--- src/rtl/nfba_pkg.sv ---
package nfba_pkg;

   localparam int MAP_UNITS  = 1024;
   localparam int UNIT_BYTES = 64;
   localparam int UNIT_SHIFT = $clog2(UNIT_BYTES);
   localparam int UNIT_W     = $clog2(MAP_UNITS);
   localparam int CNT_W      = UNIT_W + 1;
   localparam int LEN_W      = 17;
   localparam int OFF_W      = 16;
   localparam int WORD_BITS  = 16;
   localparam int WORD_SHIFT = $clog2(WORD_BITS);
   localparam int MAP_WORDS  = MAP_UNITS / WORD_BITS;
   localparam int WADDR_W    = $clog2(MAP_WORDS);
   localparam int SCAN_W     = WADDR_W + 1;
   localparam int LOCAL_W    = WORD_SHIFT + 1;
   localparam int RUN_W      = CNT_W + 1;

   typedef enum logic {
      OP_ALLOC = 1'b0,
      OP_FREE  = 1'b1
   } op_type;

   typedef enum logic [2:0] {
      ST_CLEAR,
      ST_IDLE,
      ST_CHECK,
      ST_SCAN,
      ST_UPDATE,
      ST_FINISH
   } state_type;

   typedef struct packed {
      logic load;
      logic clear_step;
      logic scan_init;
      logic scan_step;
      logic upd_init;
      logic upd_step;
      logic respond;
      logic success;
   } cmd_type;

   typedef struct packed {
      logic clear_last;
      logic req_fail;
      logic is_free;
      logic hit;
      logic scan_end;
      logic upd_last;
   } status_type;

endpackage

--- src/rtl/nfba_ram.sv ---
module nfba_ram #(
   parameter int WIDTH = 16,
   parameter int DEPTH = 64
) (
   input  logic                     clock,
   input  logic                     wr_en,
   input  logic [$clog2(DEPTH)-1:0] wr_addr,
   input  logic [WIDTH-1:0]         wr_data,
   input  logic [$clog2(DEPTH)-1:0] rd_addr,
   output logic [WIDTH-1:0]         rd_data
);

   logic [WIDTH-1:0] mem_ff [DEPTH];
   logic [WIDTH-1:0] rd_data_ff;

   always_ff @(posedge clock) begin
      if (wr_en) begin
         mem_ff[wr_addr] <= wr_data;
      end
      rd_data_ff <= mem_ff[rd_addr];
   end

   assign rd_data = rd_data_ff;

endmodule

--- src/rtl/nfba_ctrl.sv ---
module nfba_ctrl import nfba_pkg::*; (
   input  logic       clock,
   input  logic       reset,
   input  logic       start,
   input  status_type status,
   output cmd_type    cmd,
   output logic       busy
);

   state_type state_ff;
   state_type state_in;

   always_ff @(posedge clock) begin
      if (reset) begin
         state_ff <= ST_CLEAR;
      end else begin
         state_ff <= state_in;
      end
   end

   always_comb begin
      state_in = state_ff;
      cmd      = '0;
      busy     = 1'b1;
      unique case (state_ff)
         ST_CLEAR: begin
            cmd.clear_step = 1'b1;
            if (status.clear_last) begin
               state_in = ST_IDLE;
            end
         end
         ST_IDLE: begin
            busy = 1'b0;
            if (start) begin
               cmd.load = 1'b1;
               state_in = ST_CHECK;
            end
         end
         ST_CHECK: begin
            if (status.req_fail) begin
               cmd.respond = 1'b1;
               state_in    = ST_IDLE;
            end else if (status.is_free) begin
               cmd.upd_init = 1'b1;
               state_in     = ST_UPDATE;
            end else begin
               cmd.scan_init = 1'b1;
               state_in      = ST_SCAN;
            end
         end
         ST_SCAN: begin
            cmd.scan_step = 1'b1;
            if (status.hit) begin
               cmd.upd_init = 1'b1;
               state_in     = ST_UPDATE;
            end else if (status.scan_end) begin
               cmd.respond = 1'b1;
               state_in    = ST_IDLE;
            end
         end
         ST_UPDATE: begin
            cmd.upd_step = 1'b1;
            if (status.upd_last) begin
               state_in = ST_FINISH;
            end
         end
         ST_FINISH: begin
            // last map write lands this cycle
            cmd.respond = 1'b1;
            cmd.success = 1'b1;
            state_in    = ST_IDLE;
         end
         default: begin
            state_in = ST_IDLE;
         end
      endcase
   end

endmodule

--- src/rtl/nfba_dp.sv ---
module nfba_dp import nfba_pkg::*; (
   input  logic               clock,
   input  logic               reset,
   input  cmd_type            cmd,
   output status_type         status,
   input  logic               req_op,
   input  logic [LEN_W-1:0]   req_length_bytes,
   input  logic [OFF_W-1:0]   req_free_offset,
   output logic               rsp_valid,
   output logic               rsp_ok,
   output logic [OFF_W-1:0]   rsp_region_offset,
   output logic [CNT_W-1:0]   rsp_free_units_left
);

   // request
   logic               op_ff;
   logic [LEN_W-1:0]   len_ff;
   logic [OFF_W-1:0]   off_ff;

   // allocator state
   logic [CNT_W-1:0]   cnt_ff;
   logic [UNIT_W-1:0]  cursor_ff;
   logic [WADDR_W-1:0] clr_ff;

   // scan
   logic [SCAN_W-1:0]  scan_k_ff;
   logic               scan_pend_ff;
   logic [SCAN_W-1:0]  scan_pk_ff;
   logic [RUN_W-1:0]   carry_ff;

   // range update
   logic [UNIT_W-1:0]  start_ff;
   logic [UNIT_W-1:0]  first_ff;
   logic [UNIT_W-1:0]  last_ff;
   logic               set_ff;
   logic [WADDR_W-1:0] upd_w_ff;
   logic               upd_pend_ff;
   logic [WADDR_W-1:0] upd_pa_ff;

   // response
   logic               rsp_valid_ff;
   logic               rsp_ok_ff;
   logic [OFF_W-1:0]   rsp_offset_ff;
   logic [CNT_W-1:0]   rsp_free_ff;

   // combinational
   logic [LEN_W:0]         len_sum;
   logic [RUN_W-1:0]       need;
   logic [OFF_W-1:0]       free_first_wide;
   logic [UNIT_W-1:0]      free_first;
   logic [RUN_W-1:0]       free_end;
   logic [UNIT_W-1:0]      free_last;
   logic                   is_free;
   logic                   req_fail;

   logic [WADDR_W-1:0]     cur_word;
   logic [WORD_SHIFT-1:0]  cur_bit;
   logic [WADDR_W-1:0]     sc_word;
   logic [WADDR_W-1:0]     sc_rd_addr;
   logic [WORD_BITS-1:0]   rd_data;
   logic [WORD_BITS-1:0]   busy_bits;
   logic [RUN_W-1:0]       carry_in;
   logic [RUN_W-1:0]       carry_out;
   logic [LOCAL_W-1:0]     lastb [WORD_BITS];
   logic [RUN_W-1:0]       total [WORD_BITS];
   logic                   hit_any;
   logic [WORD_SHIFT-1:0]  hit_bit;
   logic [RUN_W-1:0]       hit_start_wide;
   logic [UNIT_W-1:0]      hit_start;

   logic [UNIT_W-1:0]      upd_first;
   logic [UNIT_W-1:0]      upd_last;
   logic [WORD_BITS-1:0]   upd_mask;
   logic [WORD_BITS-1:0]   upd_wdata;

   logic                   ram_wr_en;
   logic [WADDR_W-1:0]     ram_wr_addr;
   logic [WORD_BITS-1:0]   ram_wr_data;
   logic [WADDR_W-1:0]     ram_rd_addr;

   logic [RUN_W-1:0]       cnt_sum;
   logic [CNT_W-1:0]       cnt_next;
   logic [UNIT_W-1:0]      cursor_next;
   logic [OFF_W-1:0]       offset_next;

   // request decode
   always_comb begin
      len_sum         = {1'b0, len_ff} + (LEN_W+1)'(UNIT_BYTES - 1);
      need            = RUN_W'(len_sum >> UNIT_SHIFT);
      free_first_wide = off_ff >> UNIT_SHIFT;
      free_first      = free_first_wide[UNIT_W-1:0];
      free_end        = RUN_W'(free_first) + RUN_W'(need) - RUN_W'(1);
      if (free_end > RUN_W'(MAP_UNITS - 1)) begin
         free_last = UNIT_W'(MAP_UNITS - 1);
      end else begin
         free_last = free_end[UNIT_W-1:0];
      end
      is_free = (op_ff == OP_FREE);
      if (is_free) begin
         req_fail = (32'(free_first_wide) >= MAP_UNITS) || (need == '0);
      end else begin
         req_fail = (len_ff == '0) || (need > RUN_W'(cnt_ff));
      end
   end

   // scan of one map word
   assign cur_word   = cursor_ff[UNIT_W-1:WORD_SHIFT];
   assign cur_bit    = cursor_ff[WORD_SHIFT-1:0];
   assign sc_word    = cur_word + scan_pk_ff[WADDR_W-1:0];
   assign sc_rd_addr = cur_word + scan_k_ff[WADDR_W-1:0];

   always_comb begin
      for (int b = 0; b < WORD_BITS; b++) begin
         busy_bits[b] = rd_data[b];
         // hold bits before the cursor on entry, and from the cursor on the last word
         if (scan_pk_ff == '0 && WORD_SHIFT'(b) < cur_bit) begin
            busy_bits[b] = 1'b1;
         end
         if (scan_pk_ff == SCAN_W'(MAP_WORDS) && WORD_SHIFT'(b) >= cur_bit) begin
            busy_bits[b] = 1'b1;
         end
      end
      // a run never wraps past the last unit
      carry_in = (sc_word == '0) ? '0 : carry_ff;

      for (int j = 0; j < WORD_BITS; j++) begin
         lastb[j] = '0;
         for (int i = 0; i < WORD_BITS; i++) begin
            if (i <= j && busy_bits[i]) begin
               lastb[j] = LOCAL_W'(i + 1);
            end
         end
         if (lastb[j] == '0) begin
            total[j] = carry_in + RUN_W'(j + 1);
         end else begin
            total[j] = RUN_W'(LOCAL_W'(j + 1) - lastb[j]);
         end
      end

      hit_any = 1'b0;
      hit_bit = '0;
      for (int j = WORD_BITS - 1; j >= 0; j--) begin
         if (total[j] >= RUN_W'(need)) begin
            hit_any = 1'b1;
            hit_bit = WORD_SHIFT'(j);
         end
      end

      if (busy_bits == '0) begin
         carry_out = carry_in + RUN_W'(WORD_BITS);
      end else begin
         carry_out = total[WORD_BITS-1];
      end

      hit_start_wide = RUN_W'({sc_word, hit_bit}) + RUN_W'(1) - RUN_W'(need);
      hit_start      = hit_start_wide[UNIT_W-1:0];
   end

   // range to set or clear
   always_comb begin
      if (is_free) begin
         upd_first = free_first;
         upd_last  = free_last;
      end else begin
         upd_first = hit_start;
         upd_last  = hit_start + need[UNIT_W-1:0] - UNIT_W'(1);
      end
      for (int b = 0; b < WORD_BITS; b++) begin
         upd_mask[b] = ({upd_pa_ff, WORD_SHIFT'(b)} >= first_ff) &&
                       ({upd_pa_ff, WORD_SHIFT'(b)} <= last_ff);
      end
      upd_wdata = set_ff ? (rd_data | upd_mask) : (rd_data & ~upd_mask);
   end

   // memory ports
   always_comb begin
      ram_rd_addr = cmd.upd_step ? upd_w_ff : sc_rd_addr;
      ram_wr_en   = cmd.clear_step || upd_pend_ff;
      ram_wr_addr = cmd.clear_step ? clr_ff : upd_pa_ff;
      ram_wr_data = cmd.clear_step ? '0 : upd_wdata;
   end

   nfba_ram #(
      .WIDTH (WORD_BITS),
      .DEPTH (MAP_WORDS)
   ) u_map (
      .clock   (clock),
      .wr_en   (ram_wr_en),
      .wr_addr (ram_wr_addr),
      .wr_data (ram_wr_data),
      .rd_addr (ram_rd_addr),
      .rd_data (rd_data)
   );

   // commit values
   always_comb begin
      cnt_sum     = RUN_W'(cnt_ff) + RUN_W'(need);
      cursor_next = cursor_ff;
      offset_next = '0;
      cnt_next    = cnt_ff;
      if (cmd.success) begin
         if (is_free) begin
            cnt_next = (cnt_sum > RUN_W'(MAP_UNITS)) ? CNT_W'(MAP_UNITS) : cnt_sum[CNT_W-1:0];
         end else begin
            cnt_next    = cnt_ff - need[CNT_W-1:0];
            cursor_next = start_ff + need[UNIT_W-1:0];
            offset_next = OFF_W'(start_ff) << UNIT_SHIFT;
         end
      end
   end

   // control registers
   always_ff @(posedge clock) begin
      if (reset) begin
         cnt_ff       <= CNT_W'(MAP_UNITS);
         cursor_ff    <= '0;
         clr_ff       <= '0;
         scan_pend_ff <= 1'b0;
         upd_pend_ff  <= 1'b0;
         rsp_valid_ff <= 1'b0;
      end else begin
         if (cmd.clear_step) begin
            clr_ff <= clr_ff + WADDR_W'(1);
         end
         if (cmd.scan_init) begin
            scan_pend_ff <= 1'b0;
         end else begin
            scan_pend_ff <= cmd.scan_step && (scan_k_ff <= SCAN_W'(MAP_WORDS));
         end
         upd_pend_ff  <= cmd.upd_step;
         rsp_valid_ff <= cmd.respond;
         if (cmd.respond) begin
            cnt_ff    <= cnt_next;
            cursor_ff <= cursor_next;
         end
      end
   end

   // payload registers
   always_ff @(posedge clock) begin
      if (cmd.load) begin
         op_ff  <= req_op;
         len_ff <= req_length_bytes;
         off_ff <= req_free_offset;
      end
      if (cmd.scan_init) begin
         scan_k_ff <= '0;
         carry_ff  <= '0;
      end else begin
         if (cmd.scan_step && scan_k_ff <= SCAN_W'(MAP_WORDS)) begin
            scan_k_ff  <= scan_k_ff + SCAN_W'(1);
            scan_pk_ff <= scan_k_ff;
         end
         if (scan_pend_ff) begin
            carry_ff <= carry_out;
         end
      end
      if (cmd.upd_init) begin
         first_ff <= upd_first;
         last_ff  <= upd_last;
         upd_w_ff <= upd_first[UNIT_W-1:WORD_SHIFT];
         set_ff   <= !is_free;
         if (!is_free) begin
            start_ff <= hit_start;
         end
      end else if (cmd.upd_step) begin
         upd_w_ff  <= upd_w_ff + WADDR_W'(1);
         upd_pa_ff <= upd_w_ff;
      end
      if (cmd.respond) begin
         rsp_ok_ff     <= cmd.success;
         rsp_offset_ff <= offset_next;
         rsp_free_ff   <= cnt_next;
      end
   end

   always_comb begin
      status.clear_last = (clr_ff == WADDR_W'(MAP_WORDS - 1));
      status.req_fail   = req_fail;
      status.is_free    = is_free;
      status.hit        = scan_pend_ff && hit_any;
      status.scan_end   = scan_pend_ff && (scan_pk_ff == SCAN_W'(MAP_WORDS));
      status.upd_last   = (upd_w_ff == last_ff[UNIT_W-1:WORD_SHIFT]);
   end

   assign rsp_valid           = rsp_valid_ff;
   assign rsp_ok              = rsp_ok_ff;
   assign rsp_region_offset   = rsp_offset_ff;
   assign rsp_free_units_left = rsp_free_ff;

endmodule

--- src/rtl/next_fit_bitmap_allocator.sv ---
// Sequence: a request that fails its length or range check is answered from the check state;
// an allocate scans map words from the cursor, 16 map bits per cycle through the map RAM read
// port, then marks the region's words; a free clears its words without a scan.
// Throughput: one request at a time; start is taken only while busy is low.
// Reset: synchronous; a clearing pass zeroes all 64 map words while busy stays high.
// Results are strobed for one cycle on rsp_valid; the receiver cannot stall.
module next_fit_bitmap_allocator import nfba_pkg::*; (
   input  logic               clock,
   input  logic               reset,
   input  logic               start,
   output logic               busy,
   input  logic               req_op,
   input  logic [LEN_W-1:0]   req_length_bytes,
   input  logic [OFF_W-1:0]   req_free_offset,
   output logic               rsp_valid,
   output logic               rsp_ok,
   output logic [OFF_W-1:0]   rsp_region_offset,
   output logic [CNT_W-1:0]   rsp_free_units_left
);

   cmd_type    cmd;
   status_type status;

   nfba_ctrl u_ctrl (
      .clock  (clock),
      .reset  (reset),
      .start  (start),
      .status (status),
      .cmd    (cmd),
      .busy   (busy)
   );

   nfba_dp u_dp (
      .clock               (clock),
      .reset               (reset),
      .cmd                 (cmd),
      .status              (status),
      .req_op              (req_op),
      .req_length_bytes    (req_length_bytes),
      .req_free_offset     (req_free_offset),
      .rsp_valid           (rsp_valid),
      .rsp_ok              (rsp_ok),
      .rsp_region_offset   (rsp_region_offset),
      .rsp_free_units_left (rsp_free_units_left)
   );

endmodule

--- config.mk ---
export PLATFORM = sky130hd
export DESIGN_NAME = next_fit_bitmap_allocator
export DESIGN_NICKNAME = d
export VERILOG_FILES = /design/src/rtl/nfba_pkg.sv /design/src/rtl/nfba_ram.sv /design/src/rtl/nfba_ctrl.sv /design/src/rtl/nfba_dp.sv /design/src/rtl/next_fit_bitmap_allocator.sv
export SDC_FILE = /design/constraint.sdc
export NUM_CORES = 2
export LEC_CHECK = 0
export BUFFER_PORTS_ARGS = -buffer_cell sky130_fd_sc_hd__buf_4
export CORE_MARGIN = 2
export CORE_UTILIZATION = 50
export DETAILED_ROUTE_END_ITERATION = 8
export PLACE_DENSITY = 0.8
export RECOVER_POWER = 50
export SLEW_MARGIN = 5
export SYNTH_ARGS = -nofsm -noshare
export SYNTH_HDL_FRONTEND = slang
export SYNTH_SLANG_ARGS = --single-unit
--- constraint.sdc ---
create_clock -name clock -period 9.3 [get_ports clock]
set_clock_uncertainty 0.1 [all_clocks]
set_input_delay 2.79 -clock clock [delete_from_list [all_inputs] [get_ports clock]]
set_output_delay 2.79 -clock clock [all_outputs]
set_load 0.01 [all_outputs]
==> metrics.yaml <==
status:
  status: "complete, but fails checks"
  violations: "max-capacitance violations, max-slew violations"
timing:
  final_hold_viol_count: 0
  fin_hold_ws_ns: 0.411
  fin_ws_ns: 0.221
  fmax_ghz: 0.110
  finalSetupTns_ns: 0
  final-setup-viol-count: 0
  slew_headroom_pct: -125
  min_period_ns: 9.08
  maxSlewViolCount: 459
  fin_crit_sh_pct: 97.6
  worstMarginPinSlew_ns: 3.38
worst_setup_path:
  crit_arrival_ns: 9.43
  required_ns: 9.65
  path_class: "register to register"
  rrSetupSlack_ns: 0.22
  critPathMaxStageDelay_ns: 0.46
  worstReg2RegStart: "u_dp.scan_pk_ff[0]"
  cp-end-kind: "register"
  cp-startpoint: "u_dp.scan_pk_ff[0]"
  crit_fanout: 6
  start_kind: "register"
  cpMaxStageDelayCell: "a221o_1"
finish:
  n_fill_cell: 9038
  nets: 4997
  layout_common_cells: "edfxtp_1 (1124), nor2_1 (341), ha_1 (341), buf_4 (308), mux4_2 (256)"
  layout_commonest_cell: "edfxtp_1"
  syn2layout_area_growth_pct: 14.7
  fin_util_pct: 57.5
  drive_gt1_share_pct: 20.1
logic_synthesis:
  ys.flop_type: "edfxtp_1"
  synth_edf_count: 1124
  synthArstFlopShare_pct: 0
  avgSynthCellArea_um2: 14.1
  ys_types: 95
  synth-seq-cells: 1192
  syn_area_mm2: 0.0599
  yosysSeqAreaShare_pct: 58.6
  ys_warn_count: 0
  synth_cells: 4261
pwr:
  cellLeakagePower_nw: 26.5
  powerDensity_mw_per_mm2: 180
  vdd_drop_max_uv: 160
  power_mw: 12.4
detailed_routing:
  wl_per_cell_um: 26.4
  num_vias: 39408
  drtIter0Drc: 4833
  vias_per_cell: 6.24
  drc: 0
  wirelength_um: 167000
  drtPass1Iterations: 6
  postRouteAntennaNets: 0
grt:
  grt_max_degree: 133
  grt_usage_pct: 26.9
  overflow: 0
  grt_pass1_wl_um: 245000
  grt_pass1_vias: 38573
  antenna_found_initial: 4
clocking:
  clk_path_buf_depth: 3
  h-tree-depth: 3
  numCtsBuffers: 116
  clockRootBuffer: "clkbuf_16"
  clk_latency_ns: 0.74
  cts_tree: "built"
  path_clk_slew_ns: 0.07
  clock_sinks: 1192
floorplan:
  die_x_um: 350
  fp.dieH_um: 350
  initial_core_util_pct: 50.2
  dieArea_mm2: 0.123
  ioPinCount: 67
  core_mm2: 0.119
  row_count: 127
place:
  gp_congestion: 0.993
  place_ws_ns: -0.264
  portBuffers: 54
  dp_hpwl_um: 103000
job:
  cap_violations: 12
hold_path:
  hp-class: "register to register"
  worstHoldStart: "u_dp.scan_k_ff[6]"
registers in the layout, indices dropped and copies added (netlist names), 7 cells and up:
signal / cells
u_dp.u_map.mem_ff: 1024
u_dp.scan_k_ff: 7
u_dp.u_map.rd_data: 16
u_dp.last_ff: 10
u_dp.cnt_ff: 11
u_dp.scan_pk_ff: 7
u_dp.rsp_free_units_left: 11
u_dp.cursor_ff: 10
u_dp.len_ff: 17
u_dp.start_ff: 10
u_dp.carry_ff: 12
u_dp.off_ff: 10
u_dp.first_ff: 10
u_dp.rsp_region_offset: 10
worst max-delay path: cells and delay by family, from the launching register on:
family / cells / cell delay [ns]
xor gates and xnor gates: 5 / 0.66
AOI/OAI and AO/OA: 14 / 2.95
DFF: 1 / 0.43
buffers and inverters: 7 / 0.91
and+or+nand+nor: 6 / 1.28
adders and majority gates: 9 / 2.45
layout make-up:
type,instances,area [um^2],share of cell area [%]
Multi-Input combinational cell,2701,23900,34.8
Tap cell,1612,2020,2.93
Sequential cell,1192,35100,51.1
Antenna cell,2,5.00,0.00728
Clock inverter,89,1090,1.58
Clock buffer,128,2990,4.35
Inverter,178,673,0.979
Timing Repair Buffer,410,2960,4.31
layer usage:
| metal | global-route usage, % | vias up | wire length (um) |
|---|---|---|---|
| li1 | - | 17005 | - |
| met1 | 36.3 | 19615 | 64200 |
| met2 | 43.8 | 2400 | 79200 |
| met3 | 5.03 | 384 | 17100 |
| met4 | 9.61 | 4 | 6430 |
| met5 | 0 | - | 19 |
synth_stat cells, drive strengths merged, types with 8 or more instances:
cell | number | area (um^2)
o21bai | 17 | 128
xnor2 | 140 | 1230
nand2 | 254 | 956
and2 | 18 | 113
inv | 176 | 661
nand4 | 32 | 200
o21ai | 126 | 638
o211ai | 17 | 141
o2111ai | 10 | 87.6
xor2 | 90 | 788
nor2 | 355 | 1340
mux2i | 169 | 1690
a21oi | 226 | 1130
o31ai | 13 | 97.6
a311oi | 9 | 78.8
a2111oi | 8 | 82.6
mux2 | 29 | 327
nor4 | 14 | 93.8
or3 | 16 | 100
a31oi | 25 | 156
nand3 | 52 | 260
a21boi | 9 | 90.1
a211o | 16 | 149
a21o | 67 | 503
nand2b | 28 | 175
clkbuf | 114 | 429
buf | 81 | 428
dfxtp | 68 | 1360
nor2b | 61 | 382
and3 | 26 | 163
or2 | 14 | 87.6
mux4 | 256 | 5770
o22ai | 9 | 56.3
a221o | 11 | 110
fa | 8 | 160
o21a | 18 | 135
nor3 | 67 | 362
edfxtp | 1124 | 33800
ha | 353 | 4420
a211oi | 64 | 490
path summary, 6_finish.rpt:
check	endpoint	cells past startpoint
hold / removal	u_dp.scan_pk_ff[6]	0
hold reg to reg	u_dp.scan_pk_ff[6]	0
setup reg to reg	u_dp.last_ff[9]	41
setup / recovery	u_dp.last_ff[9]	41
logic make-up after synthesis:
kind of cell / count (synthesis) / share of synthesized area [%]
AO/OA/AOI/OAI: 694 / 7.57
XOR/XNOR: 230 / 3.36
adder cells (fa/ha/maj): 361 / 7.63
buffers and inverters: 373 / 2.55
flip-flops: 1192 / 58.6
multiplexers: 454 / 13.0
other: 1 / 0.00626
AND/OR/NAND/NOR: 956 / 7.32
report_power, final:
group	total (mW)	switching [mW]	leakage, nW	internal, mW
registers	5.88	0.0397	11.3	5.84
logic	1.43	0.769	13.3	0.665
clock network	5.05	2.13	1.98	2.92
through the flow:
| step | area, um^2 | std cells |
|---|---|---|
| 6_report | 68700 | 6312 |
| 5_1_grt | 68700 | 6310 |
| 4_1_cts | 68600 | 6300 |
| 3_5_place_dp | 64500 | 6082 |
| 3_3_place_gp | 64500 | 6082 |
| 2_1_floorplan | 60000 | 4266 |
repair_timing:
item	CTS	global route
pin swaps	4	46
hold buffers	0	0
cloned	0	0
buffers inserted	1	12
resized for setup	15	83
endpoints found under the setup margin	4	7
Note: power is estimated with default switching activity, not from simulation.
